==> src/sv/lkv_pkg.sv <==
// ----------------------------------------------------------------------------
// lkv_pkg
// shared types and constants for the lru key-value cache
// ----------------------------------------------------------------------------
package lkv_pkg;

    localparam int unsigned CAP_BITS = 5;
    localparam logic [CAP_BITS-1:0] CAP_RESET = 5'd16;

    localparam logic CMD_GET = 1'b0;
    localparam logic CMD_PUT = 1'b1;

    typedef enum logic [2:0] {
        ST_IDLE,
        ST_SEARCH,
        ST_SHIFT,
        ST_HEAD,
        ST_RESP
    } t_state;

    // per-cycle commands from the sequencer to the slot store
    typedef struct packed {
        logic rd_en;
        logic wr_en;
    } t_store_ctl;

endpackage

==> src/sv/lkv_if.sv <==
// ----------------------------------------------------------------------------
// lkv_req_if / lkv_rsp_if
// valid/ready channels carrying requests into and responses out of the cache
// ----------------------------------------------------------------------------
interface lkv_req_if #(
    parameter int KEY_BITS   = 14,
    parameter int VALUE_BITS = 32
);
    logic                  valid;
    logic                  ready;
    logic                  cmd;
    logic [KEY_BITS-1:0]   key;
    logic [VALUE_BITS-1:0] value;

    modport source (output valid, cmd, key, value, input ready);
    modport sink   (input valid, cmd, key, value, output ready);
endinterface

interface lkv_rsp_if #(
    parameter int VALUE_BITS = 32
);
    logic                  valid;
    logic                  ready;
    logic                  hit;
    logic [VALUE_BITS-1:0] value_out;

    modport source (output valid, hit, value_out, input ready);
    modport sink   (input valid, hit, value_out, output ready);
endinterface

==> src/sv/lkv_store.sv <==
// ----------------------------------------------------------------------------
// lkv_store
// slot memory in recency order with registered read and the shared key compare
// ----------------------------------------------------------------------------
module lkv_store #(
    parameter int ENTRIES    = 16,
    parameter int KEY_BITS   = 14,
    parameter int VALUE_BITS = 32,
    parameter int IW         = 4
) (
    input  logic                   i_clk,
    input  lkv_pkg::t_store_ctl    i_ctl,
    input  logic [IW-1:0]          i_rd_addr,
    input  logic [IW-1:0]          i_wr_addr,
    input  logic [KEY_BITS-1:0]    i_wr_key,
    input  logic [VALUE_BITS-1:0]  i_wr_value,
    input  logic [KEY_BITS-1:0]    i_cmp_key,
    output logic [KEY_BITS-1:0]    o_rd_key,
    output logic [VALUE_BITS-1:0]  o_rd_value,
    output logic                   o_match
);

    localparam int WORD = KEY_BITS + VALUE_BITS;

    logic [WORD-1:0] r_mem [ENTRIES];
    logic [WORD-1:0] r_rd;

    always_ff @(posedge i_clk) begin
        if (i_ctl.wr_en) begin
            r_mem[i_wr_addr] <= {i_wr_key, i_wr_value};
        end
        if (i_ctl.rd_en) begin
            r_rd <= r_mem[i_rd_addr];
        end
    end

    assign o_rd_key   = r_rd[WORD-1:VALUE_BITS];
    assign o_rd_value = r_rd[VALUE_BITS-1:0];
    assign o_match    = (o_rd_key == i_cmp_key);

endmodule

==> src/sv/lru_key_value_cache_top.sv <==
// ----------------------------------------------------------------------------
// lru_key_value_cache_top
// key-value cache holding up to capacity entries, least recent evicted first
// ----------------------------------------------------------------------------
// i_req carries one transaction per command: cmd get (lookup) or put (insert
// or update) with key and value. o_rsp carries one transaction per get: hit
// and the stored value, or hit low and value zero on a miss. puts answer
// nothing. i_cfg_we/i_cfg_wdata set the capacity (0 acts as 1, above ENTRIES
// acts as ENTRIES); write it only while the cache is idle.
// a single key comparator walks the slots one per cycle from most recent;
// except on a get miss, the entries above the found (or insertion) slot then
// move down one slot a cycle through the memory's read and write ports, and
// the head slot is written. i_req.ready is high only between commands.
// the response sits in an output register: a stalled receiver does not hold
// up the next command unless a second get result is ready before the first
// is taken, in which case the cache waits.
// reset empties the cache (occupancy zero) and sets capacity to 16; no
// clearing pass is needed.
// ----------------------------------------------------------------------------
module lru_key_value_cache_top #(
    parameter int ENTRIES    = 16,
    parameter int KEY_BITS   = 14,
    parameter int VALUE_BITS = 32
) (
    input  logic                           i_clk,
    input  logic                           i_rst_n,
    input  logic                           i_cfg_we,
    input  logic [lkv_pkg::CAP_BITS-1:0]   i_cfg_wdata,
    lkv_req_if.sink                        i_req,
    lkv_rsp_if.source                      o_rsp
);

    localparam int IW = (ENTRIES > 1) ? $clog2(ENTRIES) : 1;
    localparam int OW = $clog2(ENTRIES + 1);

    lkv_pkg::t_state        r_state, n_state;
    logic                   r_cmd;
    logic [KEY_BITS-1:0]    r_key;
    logic [VALUE_BITS-1:0]  r_val, n_val;
    logic                   r_hit, n_hit;
    logic [IW-1:0]          r_idx, n_idx;
    logic [OW-1:0]          r_occ, n_occ;
    logic [lkv_pkg::CAP_BITS-1:0] r_cap;

    logic                   r_out_valid;
    logic                   r_out_hit;
    logic [VALUE_BITS-1:0]  r_out_value;

    lkv_pkg::t_store_ctl    st_ctl;
    logic [IW-1:0]          rd_addr, wr_addr;
    logic [KEY_BITS-1:0]    wr_key, rd_key;
    logic [VALUE_BITS-1:0]  wr_value, rd_value;
    logic                   match;

    logic [OW-1:0]          eff_cap, miss_pos;
    logic [IW-1:0]          shift_pos;
    logic                   search_last, hit_now, put_full, start_shift;
    logic                   load_out, req_ready, req_fire;

    lkv_store #(
        .ENTRIES    (ENTRIES),
        .KEY_BITS   (KEY_BITS),
        .VALUE_BITS (VALUE_BITS),
        .IW         (IW)
    ) u_store (
        .i_clk      (i_clk),
        .i_ctl      (st_ctl),
        .i_rd_addr  (rd_addr),
        .i_wr_addr  (wr_addr),
        .i_wr_key   (wr_key),
        .i_wr_value (wr_value),
        .i_cmp_key  (r_key),
        .o_rd_key   (rd_key),
        .o_rd_value (rd_value),
        .o_match    (match)
    );

    // capacity clamped into 1..ENTRIES
    always_comb begin
        if (r_cap == '0) begin
            eff_cap = OW'(1);
        end else if (32'(r_cap) > 32'(ENTRIES)) begin
            eff_cap = OW'(ENTRIES);
        end else begin
            eff_cap = OW'(r_cap);
        end
    end

    assign req_fire    = i_req.valid && req_ready;
    assign hit_now     = match && (r_occ != '0);
    assign search_last = (r_occ == '0) || ((OW'(r_idx) + OW'(1)) == r_occ);
    assign put_full    = (r_occ >= eff_cap);
    assign miss_pos    = put_full ? (eff_cap - OW'(1)) : r_occ;
    assign shift_pos   = hit_now ? r_idx : miss_pos[IW-1:0];
    assign start_shift = hit_now || (search_last && (r_cmd == lkv_pkg::CMD_PUT));

    always_comb begin
        n_state   = r_state;
        n_val     = r_val;
        n_hit     = r_hit;
        n_idx     = r_idx;
        n_occ     = r_occ;
        st_ctl    = '0;
        rd_addr   = '0;
        wr_addr   = r_idx;
        wr_key    = rd_key;
        wr_value  = rd_value;
        load_out  = 1'b0;
        req_ready = 1'b0;
        unique case (r_state)
            lkv_pkg::ST_IDLE: begin
                req_ready = 1'b1;
                if (i_req.valid) begin
                    n_val        = i_req.value;
                    n_idx        = '0;
                    st_ctl.rd_en = 1'b1;
                    rd_addr      = '0;
                    n_state      = lkv_pkg::ST_SEARCH;
                end
            end
            lkv_pkg::ST_SEARCH: begin
                if (hit_now) begin
                    n_hit = 1'b1;
                    if (r_cmd == lkv_pkg::CMD_GET) begin
                        n_val = rd_value;
                    end
                end else if (search_last) begin
                    if (r_cmd == lkv_pkg::CMD_GET) begin
                        n_hit   = 1'b0;
                        n_state = lkv_pkg::ST_RESP;
                    end else begin
                        // older entries past the insertion slot drop out
                        n_occ = miss_pos + OW'(1);
                    end
                end else begin
                    st_ctl.rd_en = 1'b1;
                    rd_addr      = r_idx + IW'(1);
                    n_idx        = r_idx + IW'(1);
                end
                if (start_shift) begin
                    if (shift_pos == '0) begin
                        n_state = lkv_pkg::ST_HEAD;
                    end else begin
                        st_ctl.rd_en = 1'b1;
                        rd_addr      = shift_pos - IW'(1);
                        n_idx        = shift_pos;
                        n_state      = lkv_pkg::ST_SHIFT;
                    end
                end
            end
            lkv_pkg::ST_SHIFT: begin
                // slot r_idx takes the entry read from the slot above it
                st_ctl.wr_en = 1'b1;
                wr_addr      = r_idx;
                if (r_idx == IW'(1)) begin
                    n_state = lkv_pkg::ST_HEAD;
                end else begin
                    st_ctl.rd_en = 1'b1;
                    rd_addr      = r_idx - IW'(2);
                    n_idx        = r_idx - IW'(1);
                end
            end
            lkv_pkg::ST_HEAD: begin
                st_ctl.wr_en = 1'b1;
                wr_addr      = '0;
                wr_key       = r_key;
                wr_value     = r_val;
                n_state      = (r_cmd == lkv_pkg::CMD_GET) ? lkv_pkg::ST_RESP
                                                           : lkv_pkg::ST_IDLE;
            end
            lkv_pkg::ST_RESP: begin
                if (!r_out_valid || o_rsp.ready) begin
                    load_out = 1'b1;
                    n_state  = lkv_pkg::ST_IDLE;
                end
            end
            default: begin
                n_state = lkv_pkg::ST_IDLE;
            end
        endcase
    end

    always_ff @(posedge i_clk) begin
        if (!i_rst_n) begin
            r_state     <= lkv_pkg::ST_IDLE;
            r_occ       <= '0;
            r_cap       <= lkv_pkg::CAP_RESET;
            r_out_valid <= 1'b0;
        end else begin
            r_state <= n_state;
            r_occ   <= n_occ;
            if (i_cfg_we) begin
                r_cap <= i_cfg_wdata;
            end
            if (load_out) begin
                r_out_valid <= 1'b1;
            end else if (o_rsp.ready) begin
                r_out_valid <= 1'b0;
            end
        end
    end

    always_ff @(posedge i_clk) begin
        r_val <= n_val;
        r_hit <= n_hit;
        r_idx <= n_idx;
        if (req_fire) begin
            r_cmd <= i_req.cmd;
            r_key <= i_req.key;
        end
        if (load_out) begin
            r_out_hit   <= r_hit;
            r_out_value <= r_hit ? r_val : '0;
        end
    end

    assign i_req.ready     = req_ready;
    assign o_rsp.valid     = r_out_valid;
    assign o_rsp.hit       = r_out_hit;
    assign o_rsp.value_out = r_out_value;

    a_occ_bounded: assert property (@(posedge i_clk) disable iff (!i_rst_n)
        32'(r_occ) <= 32'(ENTRIES))
        else $error("occupancy above entry count");

    a_occ_idle_stable: assert property (@(posedge i_clk) disable iff (!i_rst_n)
        (r_state == lkv_pkg::ST_IDLE && !i_req.valid) |=> $stable(r_occ))
        else $error("occupancy changed with no transaction");

    a_head_nonempty: assert property (@(posedge i_clk) disable iff (!i_rst_n)
        (r_state == lkv_pkg::ST_HEAD) |-> (r_occ != '0))
        else $error("head write into an empty cache");

    a_shift_index: assert property (@(posedge i_clk) disable iff (!i_rst_n)
        (r_state == lkv_pkg::ST_SHIFT) |-> (r_idx != '0))
        else $error("shift into slot zero");

endmodule

==> src/flat_wrapper.sv <==
// flat-port wrapper written by rule: the top's interface ports become plain ports
module lru_key_value_cache_top_flat 
#(
    parameter int ENTRIES    = 16,
    parameter int KEY_BITS   = 14,
    parameter int VALUE_BITS = 32
)
  (i_clk, i_rst_n, i_cfg_we, i_cfg_wdata, i_req_valid, i_req_cmd, i_req_key, i_req_value, i_req_ready, o_rsp_valid, o_rsp_hit, o_rsp_value_out, o_rsp_ready);
  lkv_req_if #(.KEY_BITS(KEY_BITS), .VALUE_BITS(VALUE_BITS)) i_req_i ();
  lkv_rsp_if #(.VALUE_BITS(VALUE_BITS)) o_rsp_i ();
  input  logic i_clk;
  input  logic i_rst_n;
  input  logic i_cfg_we;
  input  logic [lkv_pkg::CAP_BITS-1:0] i_cfg_wdata;
  input wire logic [$bits(i_req_i.valid)-1:0] i_req_valid;
  input wire logic [$bits(i_req_i.cmd)-1:0] i_req_cmd;
  input wire logic [$bits(i_req_i.key)-1:0] i_req_key;
  input wire logic [$bits(i_req_i.value)-1:0] i_req_value;
  output wire logic [$bits(i_req_i.ready)-1:0] i_req_ready;
  output wire logic [$bits(o_rsp_i.valid)-1:0] o_rsp_valid;
  output wire logic [$bits(o_rsp_i.hit)-1:0] o_rsp_hit;
  output wire logic [$bits(o_rsp_i.value_out)-1:0] o_rsp_value_out;
  input wire logic [$bits(o_rsp_i.ready)-1:0] o_rsp_ready;
  assign i_req_i.valid = i_req_valid;
  assign i_req_i.cmd = i_req_cmd;
  assign i_req_i.key = i_req_key;
  assign i_req_i.value = i_req_value;
  assign i_req_ready = i_req_i.ready;
  assign o_rsp_valid = o_rsp_i.valid;
  assign o_rsp_hit = o_rsp_i.hit;
  assign o_rsp_value_out = o_rsp_i.value_out;
  assign o_rsp_i.ready = o_rsp_ready;
  lru_key_value_cache_top #(.ENTRIES(ENTRIES), .KEY_BITS(KEY_BITS), .VALUE_BITS(VALUE_BITS)) u_core (.i_clk(i_clk), .i_rst_n(i_rst_n), .i_cfg_we(i_cfg_we), .i_cfg_wdata(i_cfg_wdata), .i_req(i_req_i), .o_rsp(o_rsp_i));
endmodule
==> config.mk <==
export PLATFORM = sky130hd
export DESIGN_NAME = lru_key_value_cache_top_flat
export DESIGN_NICKNAME = d
export VERILOG_FILES = /design/src/sv/lkv_pkg.sv /design/src/sv/lkv_if.sv /design/src/sv/lkv_store.sv /design/src/sv/lru_key_value_cache_top.sv /design/src/flat_wrapper.sv
export SDC_FILE = /design/constraint.sdc
export NUM_CORES = 1
export LEC_CHECK = 0
export BUFFER_PORTS_ARGS = -buffer_cell sky130_fd_sc_hd__buf_4
export CORE_AREA = 2 2 230 322
export CTS_BUF_LIST = sky130_fd_sc_hd__clkbuf_16
export CTS_CLUSTER_DIAMETER = 80
export CTS_CLUSTER_SIZE = 14
export DETAILED_ROUTE_END_ITERATION = 7
export DIE_AREA = 0 0 232 324
export PLACE_DENSITY = 0.74
export SYNTH_ARGS = -nofsm -noshare
export SYNTH_HDL_FRONTEND = slang
export SYNTH_SLANG_ARGS = --single-unit
==> constraint.sdc <==
create_clock -name i_clk -period 13.3 [get_ports i_clk]
set_input_delay 1.33 -clock i_clk [delete_from_list [all_inputs] [get_ports i_clk]]
set_output_delay 1.33 -clock i_clk [all_outputs]
set_load 0.1 [all_outputs]
* Word level (Yosys, flattened, before mapping)
Memory sizes are Yosys's and may differ from the RTL's. A register that Yosys moved wholly into a read port is not among the register bits. Cells that the tools add are included. Widths: inputs -> output; s select.
Word-level totals: memories 1, input bits 57, output and inout bits 35, memory bits (writable) 736, register bits after elaboration 99, logic and storage cells 112
Cells by class: bitwise logic cells 1, add/sub/neg operators 7, eq/ne operators 17, reductions and logical operators 22, multiplexer cells 51, $lt $le $gt $ge 2
Memory list:
- u_core.u_store.r_mem | words 16, bits a word 46, read ports 1, clocked after Yosys merged registers in 1, write ports 1, RTL line lkv_store.sv:25 | logic [WORD-1:0] r_mem [ENTRIES];
Operator list (count):
- $mux 32 | 4
- $pmux 32 s2 | 1
- $mux 4 | 13
- $mux 3 | 8
- $mux 1 | 17
- $mux 5 | 3
- $pmux 3 s5 | 1
- $eq 14x14->1 | 1
- $mux 14 | 1
- $pmux 4 s3 | 1
- $logic_not 5->1 | 2
- $ne 2x2->1 const B | 4
- $pmux 4 s2 | 1
- $reduce_and 4->1 | 2
- $sub 4x1->4 const B | 2
- $eq 3x2->1 const B | 2
- $ne 2x1->1 const B | 3
- $ne 3x3->1 const B | 2
- $reduce_and 3->1 | 2
- $reduce_and 6->1 | 1
- $reduce_bool 2->1 | 3
- $add 4x1->5 const B | 1
- $add 5x1->5 const B | 1
- $eq 5x5->1 | 1
- other kinds (19) | 23

* Longest topological paths before layout
depth after elaboration 10, mapped depth 22, mapped depth without buffers 19

* Cells and area by module
Synthesis repeated with hierarchy kept, for this count alone.
Second synthesis, totals: cells, all modules 1722, area, all modules 34515.6 um^2
By module, submodules not included:
- lkv_store | area an instance 29105.4 um^2, times used 1, sequential area each 23482.5 um^2, cells each 1210
- lru_key_value_cache_top | area an instance 5410.2 um^2, times used 1, sequential area each 2832.7 um^2, cells each 512

* Worst setup path before layout
Ideal clock, no wire load.
kind reg-to-reg, from register u_core.r_state[0], to register u_core.r_val[0], enable pin, cell stages (with the launch flop) 7, clock period less this slack 5153 ps, setup slack 8147 ps, path buffers 1, setup time 421 ps, required time 12879 ps, arrival 4732 ps, path through dfxtp_1 -> clkbuf_1 -> nor3_1 -> nand2_1 -> inv_1 -> a21oi_1 -> nor2_1
On the way: cells in the longest elaborated chain, start to end 3, elaborated cells between the ends (all ways) 7, those cells by class eq/ne: 4; reduce/logical: 3
RTL lines:
- start, declared | RTL line lru_key_value_cache_top.sv:36 | lkv_pkg::t_state r_state, n_state;
- start signal, assigned | RTL line lru_key_value_cache_top.sv:185 | r_state <= lkv_pkg::ST_IDLE;
- start signal, assigned | RTL line lru_key_value_cache_top.sv:190 | r_state <= n_state;
- $eq 3x1->1 or $logic_not 3->1 (tied branches) | RTL line lru_key_value_cache_top.sv:110 | unique case (r_state)
- $ne 2x2->1 (no line) (tied with other cells)
- $reduce_and 4->1 (no line) (*)
- end signal, assigned | RTL line lru_key_value_cache_top.sv:204 | r_val <= n_val;
- end, declared | RTL line lru_key_value_cache_top.sv:39 | logic [VALUE_BITS-1:0] r_val, n_val;
Mark *: on every way between the ends. The rest lies on a longest branch, timed or not. A chain may end at the register's enable or synchronous reset.

* Worst setup path in the final report
from register u_core.r_cap[2] (netlist bit), to register u_core.u_store.r_rd[13] (read register of u_core.u_store.r_mem), data pin
On the way: cells in the longest elaborated chain, start to end 10, elaborated cells between the ends (all ways) 16, those cells by class add/sub: 2; order compare: 2; mux: 10; reduce/logical: 2
RTL lines:
- start, declared | RTL line lru_key_value_cache_top.sv:43 | logic [lkv_pkg::CAP_BITS-1:0] r_cap;
- start signal, assigned | RTL line lru_key_value_cache_top.sv:187 | r_cap <= lkv_pkg::CAP_RESET;
- start signal, assigned | RTL line lru_key_value_cache_top.sv:193 | r_cap <= i_cfg_wdata;
- $gt 5x5->1 | RTL line lru_key_value_cache_top.sv:82 | end else if (32'(r_cap) > 32'(ENTRIES)) begin
- $mux 5 | RTL line lru_key_value_cache_top.sv:82
- $mux 5 (*) | RTL line lru_key_value_cache_top.sv:80 | if (r_cap == '0) begin
- $sub 5x1->5 or $ge 5x5->1 (tied branches) | RTL line lru_key_value_cache_top.sv:93, lru_key_value_cache_top.sv:92
- $mux 5 (*) | RTL line lru_key_value_cache_top.sv:93 | assign miss_pos = put_full ? (eff_cap - OW'(1)) : r_occ;
- $mux 4 (*) | RTL line lru_key_value_cache_top.sv:94 | assign shift_pos = hit_now ? r_idx : miss_pos[IW-1:0];
- $sub 4x1->4 or $logic_not 4->1 (tied branches) | RTL line lru_key_value_cache_top.sv:145, lru_key_value_cache_top.sv:141
- $mux 4 or $mux 1 (tied branches) | RTL line lru_key_value_cache_top.sv:141 | if (shift_pos == '0) begin
- $mux 4 or $mux 1 (tied branches) | RTL line lru_key_value_cache_top.sv:140 | if (start_shift) begin
- $pmux 4 s2 or $pmux 1 s3 (tied branches) | RTL line lru_key_value_cache_top.sv:110
- end, declared | RTL line lkv_store.sv:26 | logic [WORD-1:0] r_rd;
Marked as above.

==> impl_metrics.json <==
{
  "die_h_um": 324,
  "htree_levels": 3,
  "design_area_um2": 39400,
  "crit_path_start_kind": "flop",
  "crit_required_ns": 13.64,
  "rr_startpoint": "u_core.r_cap[2]$_SDFFE_PN0P_",
  "outcome": "complete, no violations",
  "period_share_pct": 46.0,
  "synth_area_leaders": "edfxtp_1, nand2_1, mux4_2, nor2_1, and3_1",
  "firstDrtPassIters": 6,
  "core_um2": 72500,
  "die_w_um": 232,
  "synthToLayoutAreaGrowth_pct": 10.2,
  "synth-seq-area-share_pct": 73.5,
  "finalMaxSlewViolations": 0,
  "cts_resized": 0,
  "antenna_left": 0,
  "dp_slack_ns": 7.34,
  "path_max_fanout": 168,
  "crit_chain": "nor3_1 > nor2_1 > nor2_1 > ha_1 > nor2b_1 > o21a_1 > o21ai_2 > o21ai_0 > inv_1 > a21oi_1 > ha_1 > o21ai_4 > or2_1 > a311oi_4 > buf_12 > buf_12 > mux4_1 > o221ai_1 > a211oi_2",
  "slowest_delay_ns": 0.65,
  "diodes": 0,
  "hold_path.class": "flop to flop",
  "max-cap-violations": 0,
  "synth.most_common_cell": "edfxtp_1",
  "min_from": "u_core.u_store.r_rd[4]$_DFFE_PP_",
  "p_per_area_nw_per_um2": 230,
  "final-setup-viol-count": 0,
  "cts_tree": "built",
  "p_leak_nw": 13.4,
  "synth_area_um2": 35800,
  "antenna_found_initial": 1,
  "setup_ws_ns": 7.19,
  "clkTransAtPathRegs_ns": 0.07,
  "synth_edf_count": 867,
  "yosysTopAreaCellShare_pct": 72.8,
  "rsz0062_at_grt": "no",
  "crit_buf_inv": 3,
  "totalWireLength_um": 87600,
  "syn_nets": 2384,
  "synth_seq_cells": 881,
  "drive_gt1_share_pct": 16.2,
  "grt_overflow_total": 0,
  "rows": 117,
  "slowest_stage": "mux4_1",
  "synth_flop_cell": "edfxtp_1",
  "ys.warnings.count": 0,
  "final_util_pct": 54.4,
  "vdd_drop_max_v": 0.000192,
  "cts.root.buffer_cell": "clkbuf_16",
  "fillCellCount": 5534,
  "synth_common_cells": "edfxtp_1, nand2_1, nor2_1",
  "worstPathArrival_ns": 6.45,
  "clock.fmax_mhz": 164,
  "reg2reg_depth": 19,
  "clkLatencyLatePin_ns": 0.63,
  "grt_pass1_wl_um": 129000,
  "synth_top_cell_by_area": "edfxtp_1",
  "synthArstFlopShare_pct": 0,
  "holdBufCountCts": 0,
  "grt_pass1_vias": 20900,
  "wire_per_inst_um": 26.2,
  "postSynthAreaPerCell_um2": 15.5,
  "clock-sinks": 881,
  "cp_top_family": "compound AO/OA/AOI/OAI gates",
  "cts_buffer_depth": 3,
  "via_count": 20800,
  "multi_input_comb_area_um2": 8880,
  "cts_buffers": 72,
  "dpl-instance-area_um2": 37500,
  "register_area_um2": 26300,
  "post-dp-hpwl_um": 44300,
  "skew_ns": 0.0279,
  "drc_errors": 0,
  "synth_cells": 2312,
  "via_per_inst": 6.24,
  "dieArea_um2": 75200,
  "grt_max_degree": 169,
  "yosysUniqueCellTypes": 78,
  "tightest_slew_ns": 1.15,
  "crit_start": "u_core.r_cap[2]$_SDFFE_PN0P_",
  "grtUsageTotal_pct": 23.2,
  "min_period_ns": 6.11,
  "port_buffers": 91,
  "drt_iter0_drc": 2386,
  "finalHoldViolCount": 0,
  "initial_core_util_pct": 49.4,
  "whs_path_depth": 2,
  "nets": 2450,
  "endpoint_kind": "flop",
  "setup_tns_ns": 0,
  "slew_headroom_pct": 22.8,
  "io_pins": 92,
  "critical_path_class": "flop to flop",
  "cts_setup_buffers": 0,
  "place_congestion": 0.839,
  "crit_cells": 19
}
-- per-layer routing --
metal	global-route usage (%)	wire, um
met1	29.6	32400
met2	39.8	44000
met3	3.27	7780
met4	10.1	3480
met5	0	0
-- worst min-delay path, cell delays in order (launching register included) --
cell      delay, ns
edfxtp_1       0.34
nand2_1        0.05
nand2_1        0.05
-- layout make-up --
class                      instances  area share, %
multi-input combinational       1275           22.5
sequential                       881           66.8
clock buffer                      76           4.82
timing repair buffer             133           2.60
inverter                          15          0.143
clock inverter                    10          0.140
tap                              952           3.02
-- power breakdown --
group | switching, mW | internal, mW | total (mW)
Combinational | 2.18 | 1.02 | 3.20
Clock | 0.908 | 1.01 | 1.92
Sequential | 0.152 | 3.80 | 3.95
-- kinds of logic (layout without fill, tap and decap cells) --
group	count (synthesis)	after routing	share of synthesized area, %
AOI/OAI and AO/OA	265	265	6.46
xor gates and xnor gates	27	27	0.703
adders and majority gates	15	15	0.525
buffers and inverters	156	234	2.16
DFF	881	881	73.5
muxes	145	145	5.88
and+or+nand+nor	823	823	10.7
-- registers in the layout, indices dropped and copies added (netlist names) --
signal                  count
u_core.r_hit                1
u_core.o_rsp.value_out     32
u_core.r_occ                5
u_core.u_store.r_mem      736
u_core.r_cmd                1
u_core.r_state              3
u_core.r_idx                4
u_core.u_store.r_rd        46
u_core.r_cap                5
u_core.r_val               32
u_core.o_rsp.valid          1
u_core.r_key               14
u_core.o_rsp.hit            1
-- final timing paths --
path | slack (ns) | end
max reg2reg | 7.19 | u_core.u_store.r_rd[13]$_DFFE_PP_
max | 7.19 | u_core.u_store.r_rd[13]$_DFFE_PP_
min reg2reg | 0.53 | u_core.r_val[4]$_DFFE_PP_
min | 0.53 | u_core.r_val[4]$_DFFE_PP_
-- layout by cell type (no fill, tap or decap), types with 47 or more instances in the layout --
cell / n
and3_1: 93
nand2_1: 313
nor2_1: 169
a31oi_1: 49
mux2i_1: 52
mux2_2: 47
nand4_1: 52
nand3_1: 103
edfxtp_1: 867
buf_4: 131
clkbuf_16: 76
-- metrics by stage --
step           power (mW)  hold slack, ns  std cells
3_5_place_dp         7.18           0.523       3256
6_report             9.07           0.534       3342
3_3_place_gp         7.05           0.518       3256
5_1_grt              9.44           0.560       3342
4_1_cts              9.07           0.532       3342
2_1_floorplan        6.25           0.486       2312
(Power assumes the default switching activity.)
